`src/hdl/gb_pkg.sv`:
```
// Package for the 11x11 Gaussian blur: kernel sizes, pixel widths, types and the
// precomputed Q1.16 coefficient table.
// Depends on nothing; used by the line store, the MAC, the top level and the testbench.
`default_nettype none
package gb_pkg;

    localparam int KERNEL_SIZE = 11;
    localparam int RADIUS      = KERNEL_SIZE / 2;
    localparam int NTAPS       = KERNEL_SIZE * KERNEL_SIZE;
    localparam int COEF_BITS   = 16;
    localparam int COEF_W      = COEF_BITS + 1;
    localparam int CH_W        = 8;
    localparam int PIX_W       = 3 * CH_W;
    localparam int PROD_W      = CH_W + COEF_W;
    localparam int ACC_W       = PROD_W + $clog2(NTAPS);
    localparam int TAP_W       = $clog2(NTAPS);
    localparam int CNT_W       = $clog2(NTAPS + 1);
    localparam int MAX_WIDTH_DEF = 1024;
    localparam int IMG_W_BITS  = 11;
    localparam int IMG_H_BITS  = 12;
    localparam int CFG_DATA_W  = 12;

    typedef enum logic {
        CFG_WIDTH  = 1'b0,
        CFG_HEIGHT = 1'b1
    } t_cfg_idx;

    typedef enum logic [1:0] {
        S_IDLE,
        S_LOAD,
        S_MAC,
        S_FIN
    } t_state;

    typedef struct packed {
        logic load;
        logic start;
    } t_mac_ctl;

    typedef logic [COEF_W-1:0] t_coef_tab [NTAPS];

    localparam longint unsigned GAUSS_Q16 [8] = '{
        64'd65536, 64'd61994, 64'd52477, 64'd39750,
        64'd26943, 64'd16342, 64'd8869,  64'd4308
    };

    function automatic longint unsigned tap_weight(int k);
        int d;
        d = k - RADIUS;
        if (d < 0) begin
            d = -d;
        end
        return GAUSS_Q16[d & 7];
    endfunction

    function automatic longint unsigned weight_sum();
        longint unsigned t;
        t = 0;
        for (int k = 0; k < KERNEL_SIZE; k++) begin
            t = t + tap_weight(k);
        end
        return t;
    endfunction

    localparam longint unsigned WSUM = weight_sum();
    localparam longint unsigned NORM = WSUM * WSUM;

    function automatic t_coef_tab make_coefs();
        t_coef_tab tab;
        longint unsigned num;
        for (int i = 0; i < NTAPS; i++) begin
            num = (tap_weight(i / KERNEL_SIZE) * tap_weight(i % KERNEL_SIZE)) << COEF_BITS;
            tab[i] = COEF_W'((num + NORM / 2) / NORM);
        end
        return tab;
    endfunction

    localparam t_coef_tab COEF_TAB = make_coefs();

endpackage
`default_nettype wire

```
`src/hdl/gb_mac.sv`:
```
// Window registers and a shared multiply-accumulate per channel; the window
// rotates once around so each tap meets its coefficient in turn.
// Depends on gb_pkg.
`default_nettype none
module gb_mac (
    input  wire logic                                      i_clk,
    input  wire logic                                      i_rst_n,
    input  wire gb_pkg::t_mac_ctl                          i_ctl,
    input  wire logic [gb_pkg::KERNEL_SIZE*gb_pkg::PIX_W-1:0] i_col,
    output logic                                           o_done,
    output logic [2:0][gb_pkg::ACC_W-1:0]                  o_acc
);
    import gb_pkg::*;

    logic [PIX_W-1:0]             r_win [NTAPS];
    logic [CNT_W-1:0]             r_cnt;
    logic                         r_busy;
    logic                         r_pv;
    logic [2:0][PROD_W-1:0]       r_prod;
    logic                         rot;

    assign rot = r_busy && (r_cnt != CNT_W'(NTAPS));

    always_ff @(posedge i_clk) begin
        if (i_ctl.load) begin
            for (int a = 0; a < KERNEL_SIZE; a++) begin
                for (int b = 0; b < KERNEL_SIZE - 1; b++) begin
                    r_win[a*KERNEL_SIZE+b] <= r_win[a*KERNEL_SIZE+b+1];
                end
                r_win[a*KERNEL_SIZE+KERNEL_SIZE-1] <= i_col[a*PIX_W +: PIX_W];
            end
        end else if (rot) begin
            for (int i = 0; i < NTAPS; i++) begin
                r_win[i] <= r_win[(i + 1) % NTAPS];
            end
        end
        if (rot) begin
            for (int c = 0; c < 3; c++) begin
                r_prod[c] <= PROD_W'(r_win[0][c*CH_W +: CH_W] * COEF_TAB[r_cnt[TAP_W-1:0]]);
            end
        end
        if (i_ctl.start) begin
            o_acc <= '0;
        end else if (r_pv) begin
            for (int c = 0; c < 3; c++) begin
                o_acc[c] <= o_acc[c] + ACC_W'(r_prod[c]);
            end
        end
    end

    always_ff @(posedge i_clk) begin
        if (!i_rst_n) begin
            r_busy <= 1'b0;
            r_cnt  <= '0;
            r_pv   <= 1'b0;
            o_done <= 1'b0;
        end else begin
            r_pv   <= rot;
            o_done <= r_busy && !rot;
            if (i_ctl.start) begin
                r_busy <= 1'b1;
                r_cnt  <= '0;
            end else if (rot) begin
                r_cnt <= r_cnt + 1'b1;
            end else begin
                r_busy <= 1'b0;
            end
        end
    end

endmodule
`default_nettype wire

```
`config.mk`:
```
export PLATFORM = sky130hd
export DESIGN_NAME = gb_mac
export DESIGN_NICKNAME = d
export VERILOG_FILES = /design/src/hdl/gb_pkg.sv /design/src/hdl/gb_mac.sv
export SDC_FILE = /design/constraint.sdc
export NUM_CORES = 2
export LEC_CHECK = 0
export ABC_AREA = 1
export BUFFER_PORTS_ARGS = -buffer_cell sky130_fd_sc_hd__buf_2
export CELL_PAD_IN_SITES_DETAIL_PLACEMENT = 1
export CELL_PAD_IN_SITES_GLOBAL_PLACEMENT = 1
export CORE_MARGIN = 1.5
export CORE_UTILIZATION = 50
export CTS_CLUSTER_SIZE = 24
export DETAILED_ROUTE_END_ITERATION = 8
export PLACE_DENSITY = 0.81
export SYNTH_ARGS = -nofsm -noshare
export SYNTH_HDL_FRONTEND = slang
export SYNTH_SLANG_ARGS = --single-unit
```
`constraint.sdc`:
```
create_clock -name i_clk -period 98.9 [get_ports i_clk]
set_input_delay 19.78 -clock i_clk [delete_from_list [all_inputs] [get_ports i_clk]]
set_output_delay 19.78 -clock i_clk [all_outputs]
set_load 0.005 [all_outputs]
```
==> results.ini <==
[outcome]
result_of_the_run = completed

[synthesis]
post_synth_main_area_contributors = sky130_fd_sc_hd__edfxtp_1, sky130_fd_sc_hd__nand2_1, sky130_fd_sc_hd__fa_1
seq_area_frac_synth_pct = 81.4
postSynth.asyncResetShare_pct = 0
mappedNetlistArea_um2 = 112000
synth.top_cell.area_share_pct = 79.5
synthesis.area_per_instance_um2 = 16.7
ys_ff_latch = 3073
prevailing_post_synth_register_cell = sky130_fd_sc_hd__edfxtp_1
post_syn_instances = 6704
syn_nets = 7343
synthDominantAreaCellType = sky130_fd_sc_hd__edfxtp_1
synthDistinctLibCells = 51
ys_warn_count = 0
synth_edf_count = 2967

[critical_path]
cp.arrival_ns = 26.31
criticalPathCategory = in2reg
timing.critical_path.from = i_ctl[1]
cp_slowest_stage_delay_ns = 1.00
critical_path_peak_fanout = 185
critPathLaunchType = input pin
path_cells = buf_6 > clkinv_2 > buf_4 > nand2_4 > buf_4 > buf_4 > buf_12 > buf_4 > buf_4
crit-reg2reg-launch = r_cnt[1]
worst-endpoint-required_ns = 99.44
critPathSlowestCell = sky130_fd_sc_hd__buf_4
end_kind = flip-flop
path_common_cell = sky130_fd_sc_hd__buf_4

[clocking]
post_cts.resized_instances = 0
tritoncts = done
clkSlewWorstSetupHoldPaths_ns = 0.06
cts.hold.buffers_added = 0
clock_tree.buffer_depth = 4
postCtsSetupBuffers = 0
numClockSinks = 3073
htree_levels = 5
worst_skew_pair.late_latency_ns = 0.95
clockRootBuffer = sky130_fd_sc_hd__clkbuf_16
tritoncts.num_buffers = 316

[routing]
detailedRoute.firstIterationViolations = 4227
antenna_violating_nets_post_route = 0
dr_total_vias = 55300
vias_per_cell = 5.25
post_drt_wl_per_cell_um = 24.2
firstDrtPassIters = 5
routed_wirelength_mm = 255
post-route-drc-count = 0

[placement]
numPlacedInstances = 9968
io_buffer_count = 364
hpwl_mm = 160
gp_weighted_congestion = 0.867
pre_cts_slack_ns = 72.03

[final_layout]
final_cell_mix = sky130_fd_sc_hd__edfxtp_1, sky130_fd_sc_hd__nand2_1, sky130_fd_sc_hd__inv_1
post_route_utilization_pct = 57.2
mostFrequentLayoutCell = sky130_fd_sc_hd__edfxtp_1
layout.cells.non_filler = 10500
final_layout_size_suffix_gt1_share_pct = 12.6
final_nets = 7950
area_growth_syn_to_layout_pct = 13.5

[timing]
final_setup_slack_of_the_worst_path_ns = 73.13
tns_ns = 0
fin_crit_sh_pct = 26.1
hold_violations = 0
final-setup-viol-count = 0
finClkSkew_ns = 0.0932
grt_setup_unrepaired = no
max_slew_margin_pct = 21.9
max_freq_ghz = 0.0388
timing_max_transition_violations_final = 0
max_slew.worst_pin.slew_ns = 1.17
fin_crit_ns = 25.77

[pwr]
cellLeakagePower_nw = 49.5
worst_ir_drop_vdd_v = 0.0000197
p_per_area_nw_per_um2 = 24.6

[flow_run]
drv.max_cap_violation_count = 0

[floorplanning]
die-height_um = 476
fp.dieW_um = 476
initial_util_pct = 50.4
core_region_area_um2 = 223000
pin_count = 365
std_cell_rows = 173
design.die.area_um2 = 227000

[global_route]
first_pass_grt_wire_length_mm = 376
globalRoute.totalOverflow = 0
grtUsageTotal_pct = 22.5
grt_start_max_net_pins = 223
grt_antenna_before_repair = 58
grt_pass1_vias = 58100

[min_path]
hold_path.startpoint = r_win[58][1]
hp-class = reg2reg

cell type report:
class / count / area, µm²
well taps: 2975 / 3720
fillers: 20500 / 95300
clock buffers: 386 / 8290
diodes: 17 / 42.5
flip-flops and latches: 3073 / 91200
inverters: 649 / 2440
clock inverters: 155 / 1510
repair buffers: 412 / 2250
multi-input cells: 2859 / 17800
routing by layer:
metal  vias to the layer above  track usage (%)  routed length, µm
li1                      25000                -                  -
met1                     28200             28.9             103000
met2                      1604             39.0             130000
met3                       504             3.52              12800
met4                        20             7.60               8490
met5                         -                0                113
logic make-up after synthesis:
kind of cell / Yosys count / share of synthesized area, %
AOI/OAI and AO/OA: 386 / 1.88
DFF: 3073 / 81.4
buffers and inverters: 772 / 2.74
and+or+nand+nor: 1889 / 6.76
adders and majority gates: 371 / 5.25
xor gates and xnor gates: 69 / 0.539
muxes: 144 / 1.45
Yosys cell counts (13+ instances only):
cell and number:
sky130_fd_sc_hd__a21oi_1 188, sky130_fd_sc_hd__clkbuf_1 61, sky130_fd_sc_hd__mux2_1 60, sky130_fd_sc_hd__o21ai_0 138
sky130_fd_sc_hd__fa_1 165, sky130_fd_sc_hd__nor3_1 21, sky130_fd_sc_hd__clkinv_1 13, sky130_fd_sc_hd__nand2_1 1094
sky130_fd_sc_hd__nor2_1 509, sky130_fd_sc_hd__buf_6 15, sky130_fd_sc_hd__edfxtp_1 2967, sky130_fd_sc_hd__inv_1 629
sky130_fd_sc_hd__nand3_1 210, sky130_fd_sc_hd__dfxtp_1 106, sky130_fd_sc_hd__mux2_2 84, sky130_fd_sc_hd__buf_2 31
sky130_fd_sc_hd__ha_1 206, sky130_fd_sc_hd__nand4_1 25, sky130_fd_sc_hd__xor2_1 57
stage by stage:
stage	cell area, µm²	hold slack [ns]	total power, mW
2_1_floorplan	112000	0.400	2.12
3_3_place_gp	117000	0.400	1.98
3_5_place_dp	117000	0.405	2.00
4_1_cts	127000	0.359	3.17
5_1_grt	127000	0.363	3.25
6_report	127000	0.356	3.13
critical path, delay by kind of cell:
| kind | cells | cell delay, ns |
|---|---|---|
| simple gates | 1 | 0.83 |
| buf+inv | 8 | 5.32 |
state kept, by name, indices dropped and copies added, names as in the netlist:
signal / count
o_acc: 96
o_done: 1
r_busy: 1
r_cnt: 7
r_prod: 63
r_pv: 1
r_win: 2904
worst paths after layout:
check / endpoint / slack, ns / cells past startpoint
max: r_win[18][22] / 73.13 / 9
min: r_win[57][25] / 0.36 / 0
max reg2reg: r_win[18][22] / 91.16 / 10
min reg2reg: r_win[57][25] / 0.36 / 0
power by group:
group,total [mW],switching (mW),leakage (nW),internal [mW]
combinational,0.299,0.202,14.0,0.0970
sequential,1.68,0.0661,30.8,1.61
clock,1.15,0.485,4.79,0.669
(Power assumes the default switching activity.)
